File: config.mk
export PLATFORM = sky130hd
export DESIGN_NAME = infix_expression_syntax_checker_core
export DESIGN_NICKNAME = d
export VERILOG_FILES = /design/src/design/iesc_pkg.sv /design/src/design/infix_expression_syntax_checker_core.sv /design/src/design/iesc_front.sv /design/src/design/iesc_fifo.sv /design/src/design/iesc_back.sv
export SDC_FILE = /design/constraint.sdc
export NUM_CORES = 1
export LEC_CHECK = 0
export BUFFER_PORTS_ARGS = -buffer_cell sky130_fd_sc_hd__buf_4
export CORE_MARGIN = 4
export CORE_UTILIZATION = 57
export DETAILED_ROUTE_END_ITERATION = 7
export GPL_TIMING_DRIVEN = 0
export HOLD_SLACK_MARGIN = 0.02
export PLACE_DENSITY = 0.76
export SLEW_MARGIN = 25
export SYNTH_ARGS = -nofsm -noshare
export SYNTH_HDL_FRONTEND = slang
export SYNTH_HIERARCHICAL = 1
export SYNTH_SLANG_ARGS = --single-unit
File: constraint.sdc
create_clock -name clk_i -period 9.5 [get_ports clk_i]
set_clock_uncertainty 0.1 [all_clocks]
set_input_delay 1.425 -clock clk_i [delete_from_list [all_inputs] [get_ports clk_i]]
set_output_delay 1.425 -clock clk_i [all_outputs]
set_load 0.03 [all_outputs]
File: src/design/iesc_pkg.sv
// Shared types and constants for the infix expression syntax checker.
package iesc_pkg;

  localparam int unsigned MaxNest    = 255;
  localparam int unsigned NestW      = $clog2(MaxNest + 1);
  localparam int unsigned FifoDepth  = 4;  // power of two
  localparam int unsigned FifoPtrW   = $clog2(FifoDepth);
  localparam int unsigned FifoCntW   = $clog2(FifoDepth + 1);

  localparam logic [7:0] ChLBrace = 8'h7B;
  localparam logic [7:0] ChRBrace = 8'h7D;
  localparam logic [7:0] ChLParen = 8'h28;
  localparam logic [7:0] ChRParen = 8'h29;
  localparam logic [7:0] ChPlus   = 8'h2B;
  localparam logic [7:0] ChMinus  = 8'h2D;
  localparam logic [7:0] ChStar   = 8'h2A;
  localparam logic [7:0] ChSlash  = 8'h2F;
  localparam logic [7:0] ChZero   = 8'h30;
  localparam logic [7:0] ChNine   = 8'h39;

  localparam logic OpChar = 1'b0;
  localparam logic OpEnd  = 1'b1;

  typedef enum logic [2:0] {
    ClsDigit,
    ClsLBrace,
    ClsRBrace,
    ClsLParen,
    ClsRParen,
    ClsOper,
    ClsSpace,
    ClsIllegal
  } char_cls_e;

  typedef struct packed {
    logic      is_end;
    char_cls_e cls;
  } item_t;

  typedef enum logic [1:0] {
    VerdictOpen  = 2'd0,
    VerdictValid = 2'd1,
    VerdictError = 2'd2
  } verdict_e;

  typedef enum logic [3:0] {
    ErrNone       = 4'd0,
    ErrEmpty      = 4'd1,
    ErrOpenBrace  = 4'd2,
    ErrAdjacent   = 4'd3,
    ErrBadLParen  = 4'd4,
    ErrExtraRParen = 4'd5,
    ErrRParenOp   = 4'd6,
    ErrMisplacedOp = 4'd7,
    ErrSpace      = 4'd8,
    ErrIllegal    = 4'd9,
    ErrOpenParen  = 4'd10,
    ErrTrailingOp = 4'd11,
    ErrTooDeep    = 4'd12
  } err_e;

endpackage

File: src/design/infix_expression_syntax_checker_core.sv
// Top level of the infix expression syntax checker.
// Each beat is stored in the token queue, then registered as a result in the back end.
// Throughput: one character or end marker per cycle while the output is not stalled;
// a 4-entry token queue absorbs output stalls.
// Reset: rst_ni clears parser state, the queue and the output valid at once.
// Every input beat produces exactly one output beat.
module infix_expression_syntax_checker_core (
  input  logic       clk_i,
  input  logic       rst_ni,
  input  logic       s_axis_tvalid,
  output logic       s_axis_tready,
  input  logic [7:0] s_axis_tdata,  // [7:0] char_code
  input  logic       s_axis_tuser,  // [0] opcode
  output logic       m_axis_tvalid,
  input  logic       m_axis_tready,
  output logic [7:0] m_axis_tdata   // [1:0] verdict, [5:2] error_code, [7:6] zero
);

  iesc_pkg::item_t    front_item;
  iesc_pkg::item_t    fifo_item;
  logic               fifo_valid;
  logic               back_pop;
  iesc_pkg::verdict_e verdict;
  iesc_pkg::err_e     error_code;

  iesc_front u_front (
    .opcode_i    (s_axis_tuser),
    .char_code_i (s_axis_tdata),
    .item_o      (front_item)
  );

  iesc_fifo u_fifo (
    .clk_i   (clk_i),
    .rst_ni  (rst_ni),
    .push_i  (s_axis_tvalid),
    .item_i  (front_item),
    .ready_o (s_axis_tready),
    .pop_i   (back_pop),
    .valid_o (fifo_valid),
    .item_o  (fifo_item)
  );

  iesc_back u_back (
    .clk_i        (clk_i),
    .rst_ni       (rst_ni),
    .valid_i      (fifo_valid),
    .item_i       (fifo_item),
    .pop_o        (back_pop),
    .out_valid_o  (m_axis_tvalid),
    .out_ready_i  (m_axis_tready),
    .verdict_o    (verdict),
    .error_code_o (error_code)
  );

  assign m_axis_tdata = {2'b00, error_code, verdict};

endmodule

File: src/design/iesc_front.sv
// Front end: classifies each incoming character into a token class.
module iesc_front (
  input  logic           opcode_i,
  input  logic [7:0]     char_code_i,
  output iesc_pkg::item_t item_o
);

  iesc_pkg::char_cls_e cls;

  always_comb begin
    if (char_code_i inside {[iesc_pkg::ChZero:iesc_pkg::ChNine]}) begin
      cls = iesc_pkg::ClsDigit;
    end else if (char_code_i == iesc_pkg::ChLBrace) begin
      cls = iesc_pkg::ClsLBrace;
    end else if (char_code_i == iesc_pkg::ChRBrace) begin
      cls = iesc_pkg::ClsRBrace;
    end else if (char_code_i == iesc_pkg::ChLParen) begin
      cls = iesc_pkg::ClsLParen;
    end else if (char_code_i == iesc_pkg::ChRParen) begin
      cls = iesc_pkg::ClsRParen;
    end else if (char_code_i inside {iesc_pkg::ChPlus, iesc_pkg::ChMinus,
                                     iesc_pkg::ChStar, iesc_pkg::ChSlash}) begin
      cls = iesc_pkg::ClsOper;
    end else if (char_code_i inside {[8'h09:8'h0D], 8'h20, 8'h85, 8'hA0}) begin
      cls = iesc_pkg::ClsSpace;
    end else begin
      cls = iesc_pkg::ClsIllegal;
    end
  end

  assign item_o.is_end = (opcode_i == iesc_pkg::OpEnd);
  assign item_o.cls    = cls;

endmodule

File: src/design/iesc_fifo.sv
// Short token queue between front end and checker back end.
module iesc_fifo (
  input  logic            clk_i,
  input  logic            rst_ni,
  input  logic            push_i,
  input  iesc_pkg::item_t item_i,
  output logic            ready_o,
  input  logic            pop_i,
  output logic            valid_o,
  output iesc_pkg::item_t item_o
);

  iesc_pkg::item_t                 mem_q [iesc_pkg::FifoDepth];
  logic [iesc_pkg::FifoPtrW-1:0]   wr_ptr_q, rd_ptr_q;
  logic [iesc_pkg::FifoCntW-1:0]   cnt_q, cnt_d;
  logic                            do_push, do_pop;

  assign ready_o = (cnt_q != iesc_pkg::FifoCntW'(iesc_pkg::FifoDepth));
  assign valid_o = (cnt_q != '0);
  assign item_o  = mem_q[rd_ptr_q];
  assign do_push = push_i && ready_o;
  assign do_pop  = pop_i && valid_o;

  always_comb begin
    cnt_d = cnt_q;
    if (do_push && !do_pop) begin
      cnt_d = cnt_q + 1'b1;
    end else if (!do_push && do_pop) begin
      cnt_d = cnt_q - 1'b1;
    end
  end

  always_ff @(posedge clk_i or negedge rst_ni) begin
    if (!rst_ni) begin
      wr_ptr_q <= '0;
      rd_ptr_q <= '0;
      cnt_q    <= '0;
    end else begin
      cnt_q <= cnt_d;
      if (do_push) begin
        wr_ptr_q <= wr_ptr_q + 1'b1;
      end
      if (do_pop) begin
        rd_ptr_q <= rd_ptr_q + 1'b1;
      end
    end
  end

  always_ff @(posedge clk_i) begin
    if (do_push) begin
      mem_q[wr_ptr_q] <= item_i;
    end
  end

endmodule

File: src/design/iesc_back.sv
// Back end: syntax state machine, error latch and registered result beat.
module iesc_back (
  input  logic                  clk_i,
  input  logic                  rst_ni,
  input  logic                  valid_i,
  input  iesc_pkg::item_t       item_i,
  output logic                  pop_o,
  output logic                  out_valid_o,
  input  logic                  out_ready_i,
  output iesc_pkg::verdict_e    verdict_o,
  output iesc_pkg::err_e        error_code_o
);

  logic                     want_q, want_d;
  logic                     brace_q, brace_d;
  logic                     adj_q, adj_d;
  logic                     num_q, num_d;
  logic [iesc_pkg::NestW-1:0] depth_q, depth_d;
  logic                     seen_q, seen_d;
  iesc_pkg::err_e           err_q, err_d;
  iesc_pkg::err_e           res;
  iesc_pkg::err_e           end_code;
  logic                     out_valid_q;
  iesc_pkg::verdict_e       verdict_q, verdict_d;
  iesc_pkg::err_e           code_q, code_d;

  assign pop_o = valid_i && (!out_valid_q || out_ready_i);

  always_comb begin
    want_d   = want_q;
    brace_d  = brace_q;
    adj_d    = adj_q;
    num_d    = num_q;
    depth_d  = depth_q;
    res      = iesc_pkg::ErrNone;
    if (brace_q) begin
      if (item_i.cls == iesc_pkg::ClsRBrace) begin
        brace_d = 1'b0;
        if (adj_q) begin
          adj_d = 1'b0;
          res   = iesc_pkg::ErrAdjacent;
        end else begin
          want_d = 1'b0;
        end
      end
    end else if (item_i.cls == iesc_pkg::ClsDigit) begin
      if (!num_q) begin
        if (!want_q) begin
          res = iesc_pkg::ErrAdjacent;
        end else begin
          num_d  = 1'b1;
          want_d = 1'b0;
        end
      end
    end else begin
      num_d = 1'b0;
      case (item_i.cls)
        iesc_pkg::ClsLBrace: begin
          brace_d = 1'b1;
          adj_d   = !want_q;
        end
        iesc_pkg::ClsLParen: begin
          if (!want_q) begin
            res = iesc_pkg::ErrBadLParen;
          end else if (depth_q >= iesc_pkg::NestW'(iesc_pkg::MaxNest)) begin
            res = iesc_pkg::ErrTooDeep;
          end else begin
            depth_d = depth_q + 1'b1;
          end
        end
        iesc_pkg::ClsRParen: begin
          if (depth_q == '0) begin
            res = iesc_pkg::ErrExtraRParen;
          end else if (want_q) begin
            res = iesc_pkg::ErrRParenOp;
          end else begin
            depth_d = depth_q - 1'b1;
          end
        end
        iesc_pkg::ClsOper: begin
          if (want_q) begin
            res = iesc_pkg::ErrMisplacedOp;
          end else begin
            want_d = 1'b1;
          end
        end
        iesc_pkg::ClsSpace: res = iesc_pkg::ErrSpace;
        default:            res = iesc_pkg::ErrIllegal;
      endcase
    end

    if (err_q != iesc_pkg::ErrNone) begin
      end_code = err_q;
    end else if (!seen_q) begin
      end_code = iesc_pkg::ErrEmpty;
    end else if (brace_q) begin
      end_code = iesc_pkg::ErrOpenBrace;
    end else if (depth_q != '0) begin
      end_code = iesc_pkg::ErrOpenParen;
    end else if (want_q) begin
      end_code = iesc_pkg::ErrTrailingOp;
    end else begin
      end_code = iesc_pkg::ErrNone;
    end

    seen_d    = seen_q;
    err_d     = err_q;
    verdict_d = verdict_q;
    code_d    = code_q;
    if (item_i.is_end) begin
      want_d    = 1'b1;
      brace_d   = 1'b0;
      adj_d     = 1'b0;
      num_d     = 1'b0;
      depth_d   = '0;
      seen_d    = 1'b0;
      err_d     = iesc_pkg::ErrNone;
      code_d    = end_code;
      verdict_d = (end_code != iesc_pkg::ErrNone) ? iesc_pkg::VerdictError
                                                  : iesc_pkg::VerdictValid;
    end else begin
      seen_d = 1'b1;
      if (err_q != iesc_pkg::ErrNone) begin
        want_d  = want_q;
        brace_d = brace_q;
        adj_d   = adj_q;
        num_d   = num_q;
        depth_d = depth_q;
      end else begin
        err_d = res;
      end
      code_d    = err_d;
      verdict_d = (err_d != iesc_pkg::ErrNone) ? iesc_pkg::VerdictError
                                               : iesc_pkg::VerdictOpen;
    end
  end

  always_ff @(posedge clk_i or negedge rst_ni) begin
    if (!rst_ni) begin
      want_q      <= 1'b1;
      brace_q     <= 1'b0;
      adj_q       <= 1'b0;
      num_q       <= 1'b0;
      depth_q     <= '0;
      seen_q      <= 1'b0;
      err_q       <= iesc_pkg::ErrNone;
      out_valid_q <= 1'b0;
    end else begin
      if (pop_o) begin
        want_q  <= want_d;
        brace_q <= brace_d;
        adj_q   <= adj_d;
        num_q   <= num_d;
        depth_q <= depth_d;
        seen_q  <= seen_d;
        err_q   <= err_d;
      end
      if (pop_o) begin
        out_valid_q <= 1'b1;
      end else if (out_ready_i) begin
        out_valid_q <= 1'b0;
      end
    end
  end

  always_ff @(posedge clk_i) begin
    if (pop_o) begin
      verdict_q <= verdict_d;
      code_q    <= code_d;
    end
  end

  assign out_valid_o  = out_valid_q;
  assign verdict_o    = verdict_q;
  assign error_code_o = code_q;

  a_open_no_code: assert property (@(posedge clk_i) disable iff (!rst_ni)
    out_valid_q && verdict_q != iesc_pkg::VerdictError |-> code_q == iesc_pkg::ErrNone)
    else $error("non-error verdict carries an error code");

  a_depth_bound: assert property (@(posedge clk_i) disable iff (!rst_ni)
    depth_q <= iesc_pkg::NestW'(iesc_pkg::MaxNest))
    else $error("nesting depth beyond bound");

  a_end_clears: assert property (@(posedge clk_i) disable iff (!rst_ni)
    pop_o && item_i.is_end |=> !seen_q && depth_q == '0 && err_q == iesc_pkg::ErrNone)
    else $error("end marker did not clear state");

  a_err_sticky: assert property (@(posedge clk_i) disable iff (!rst_ni)
    pop_o && !item_i.is_end && err_q != iesc_pkg::ErrNone |=> err_q == $past(err_q))
    else $error("latched error changed");

endmodule

==> results.md <==
* Final Non-Filler Cells at 371
* Core ar. at 5070 µm²
* Dpl hpwl at 4250 µm
* Residual DRC at 0
* Yosys reg bits at 47
* Post-CTS Hold Buffers at 0
* Yosys warning count at 6
* TritonRoute pass-1 iters at 4
* Clock share of power at 13.6%
* Cells after synthesis at 277
* P_leak at 0.00134 µW
* Peak Freq at 266 MHz
* Worst Path Max Fanout at 10
* RSZ-0062 raised after global routing: no
* # Post-CTS Setup Buffers at 0
* Layout cells sized above 1 at 17.9%
* Worst path bufs/invs at 2
* Number of global-route vias before repair at 2190
* Placement row count at 26
* Filler cells at 436
* 1st-iter DRT viols at 151
* Clk sinks at 47
* Starting Density at 58.7%
* Global-route wire length before repair at 9930 µm
* ANT nets after route at 0
* Most frequent cells in the layout: dfrtp_1, edfxtp_1, buf_4
* Worst-path clk slew at 90 ps
* Die footprint at 6440 µm²
* Die X at 80.3 µm
* GPL Wtd Cong at 0.867
* Post-synth EDFFs at 22
* Largest net degree at the start of global routing at 26
* Placed cells at 363
* Layout area overhead at 10.8%
* WL per Instance at 15.5 µm
* Yosys cell types at 73
* Htree depth at 2
* Sequential power share at 32.5%
* Synth async-reset ratio at 53.2%
* Setup crit end kind: flop
* Global Route Usage Sum at 19.5%
* Outcome: finished clean
* Nets at 326
* Clk_lat worst skew at 300 ps
* Crit path arrival time at 3850 ps
* Startpoint Class: flop
* NetSw at 477 µW
* PD cells at 331 nW/µm²
* ANT cells at 0
* Max-Cap Viols at 0
* WL final at 5760 µm
* Final Hold Fails at 0
* Ys flop type: dfrtp_1
* Via-to-Cell Ratio at 6.08
* Design area at 3300 µm²
* HP Class: reg -> reg
* Clock buffer depth at 2
* Cts bufs inserted at 5
* CTS tree: yes
* Clock root buffer: clkbuf_8
* Pint at 614 µW
* IO buf count at 15
* Switching Share at 43.7%
* # IOs at 23
* Comb power frac at 53.9%
* Worst vdd ir at 0.155 mV
* Initial antenna violation count at 0
* Register area share after synthesis at 43.2%
* CP max stage cell: mux4_2
* Placed cell area at 3180 µm²
* Commonest non-fill, non-tap cell in the layout: dfrtp_1
* Crit-path cells: buf_2 > mux4_2 > or3b_1 > inv_1 > ha_1 > a21oi_1 > o211ai_1 > o41ai_1 > xnor2_1 > a221o_1
* Tmin final at 3760 ps
* Final Max Tran Viols at 0
* Die height at 80.3 µm
* Setup violators final at 0
* Via count at 2257
* Worst slew pin tran at 581 ps
* Grt total ovfl at 0
* Slew HR at 60.8%
* Period utilization at 39.5%
* Cell Area, Synth at 2980 µm²
* Top delay family on crit path: compound AO/OA/AOI/OAI gates
* Slowest stage delay, CP at 580 ps
* WS Path Type: reg -> reg
* Setup TNS at 0 ps
* Syn_area_per_cell at 10.8 µm²
* WP data required at 9590 ps
* Post-CTS sizing at 0
==> cells by family (layout without fill, tap and decap cells) <==
| group | after synthesis | in the layout | synth area share [%] |
|---|---|---|---|
| buffers and inverters | 31 | 54 | 5.34 |
| XOR/XNOR | 10 | 10 | 2.94 |
| multiplexers | 10 | 10 | 5.17 |
| flip-flops | 47 | 47 | 43.2 |
| adder cells (fa/ha/maj) | 13 | 13 | 5.97 |
| AND/OR/NAND/NOR | 92 | 92 | 18.4 |
| other | 1 | 2 | 0.126 |
| AO/OA/AOI/OAI | 73 | 73 | 18.9 |
==> area by class of cell <==
| type | instances | area [µm²] | share of cell area, % |
|---|---|---|---|
| Sequential cell | 47 | 1290 | 39.0 |
| Buffer | 16 | 103 | 3.11 |
| Multi-Input combinational cell | 200 | 1540 | 46.5 |
| Inverter | 15 | 56.3 | 1.71 |
| Clock inverter | 3 | 47.5 | 1.44 |
| Clock buffer | 5 | 68.8 | 2.09 |
| Timing Repair Buffer | 15 | 113 | 3.41 |
| Tap cell | 70 | 87.6 | 2.66 |
==> flip-flops by register name, summed over array words and instances, names as in the netlist <==
name,flops
u_fifo/mem_q,16
u_back/want_q,1
u_back/verdict_o,2
u_fifo/wr_ptr_q,2
u_back/error_code_o,4
u_back/err_q,4
u_fifo/rd_ptr_q,2
u_back/depth_q,8
u_back/adj_q,1
u_fifo/cnt_q,3
u_back/brace_q,1
u_back/num_q,1
u_back/out_valid_o,1
u_back/seen_q,1
==> layer usage <==
metal	routed length (µm)	global-route usage, %
met4	87	6.42
met2	2840	32.8
met5	0	0
met3	200	3.70
met1	2630	25.4
==> power groups by stage <==
stage | combinational (µW) | clock (µW) | sequential, µW
3_5_place_dp | 585 | 0 | 358
4_1_cts | 589 | 152 | 354
6_report | 588 | 148 | 355
3_3_place_gp | 572 | 0 | 355
5_1_grt | 657 | 161 | 365
2_1_floorplan | 434 | 0 | 372
==> synth_stat cells, types with 4 or more instances <==
master    instances  share of area [%]
dfrtp_1          24                 20
edfxtp_1         22                 22
a21oi_1          17                2.9
inv_1            15                1.9
nand2_1          14                1.8
nor3_1           12                2.0
ha_1             11                4.6
nand3_1          11                1.8
nor2_1           10                1.3
xnor2_1           8                2.4
a21o_1            7                1.8
nor4_1            7                1.5
a31oi_1           5                1.1
clkbuf_1          5               0.63
nor2b_1           5                1.1
o21ai_0           5               0.84
and2_1            4               0.84
buf_2             4               0.67
buf_4             4                1.0
mux4_2            4                3.0
o211ai_1          4                1.0
o21a_1            4                1.0
o31ai_1           4                1.0
==> stage by stage <==
step           utilization, %  total power (µW)  worst slack [ps]  hold slack (ps)
2_1_floorplan               -               806              6150              394
3_3_place_gp             62.7               927              5800              427
3_5_place_dp             62.7               943              5760              436
4_1_cts                  65.0              1100              5740              457
5_1_grt                  65.0              1180              5510              494
6_report                 65.0              1090              5740              451
==> worst paths after layout <==
kind	start	to	slack [ps]	cells past startpoint
worst min register to register	u_fifo/wr_ptr_q[1]$_DFFE_PN0P_	u_fifo/wr_ptr_q[1]$_DFFE_PN0P_	450	1
worst max register to register	u_fifo/rd_ptr_q[0]$_DFFE_PN0P_	u_back/depth_q[7]$_DFFE_PN0P_	5740	10
worst min-delay path	u_fifo/wr_ptr_q[1]$_DFFE_PN0P_	u_fifo/wr_ptr_q[1]$_DFFE_PN0P_	450	1
max in group asynchronous	rst_ni	u_back/want_q$_DFFE_PN1P_	8090	1
min in group asynchronous	rst_ni	u_back/depth_q[5]$_DFFE_PN0P_	920	1
worst max-delay path	u_fifo/rd_ptr_q[0]$_DFFE_PN0P_	u_back/depth_q[7]$_DFFE_PN0P_	5740	10
Note: power is estimated with default switching activity, not from simulation.
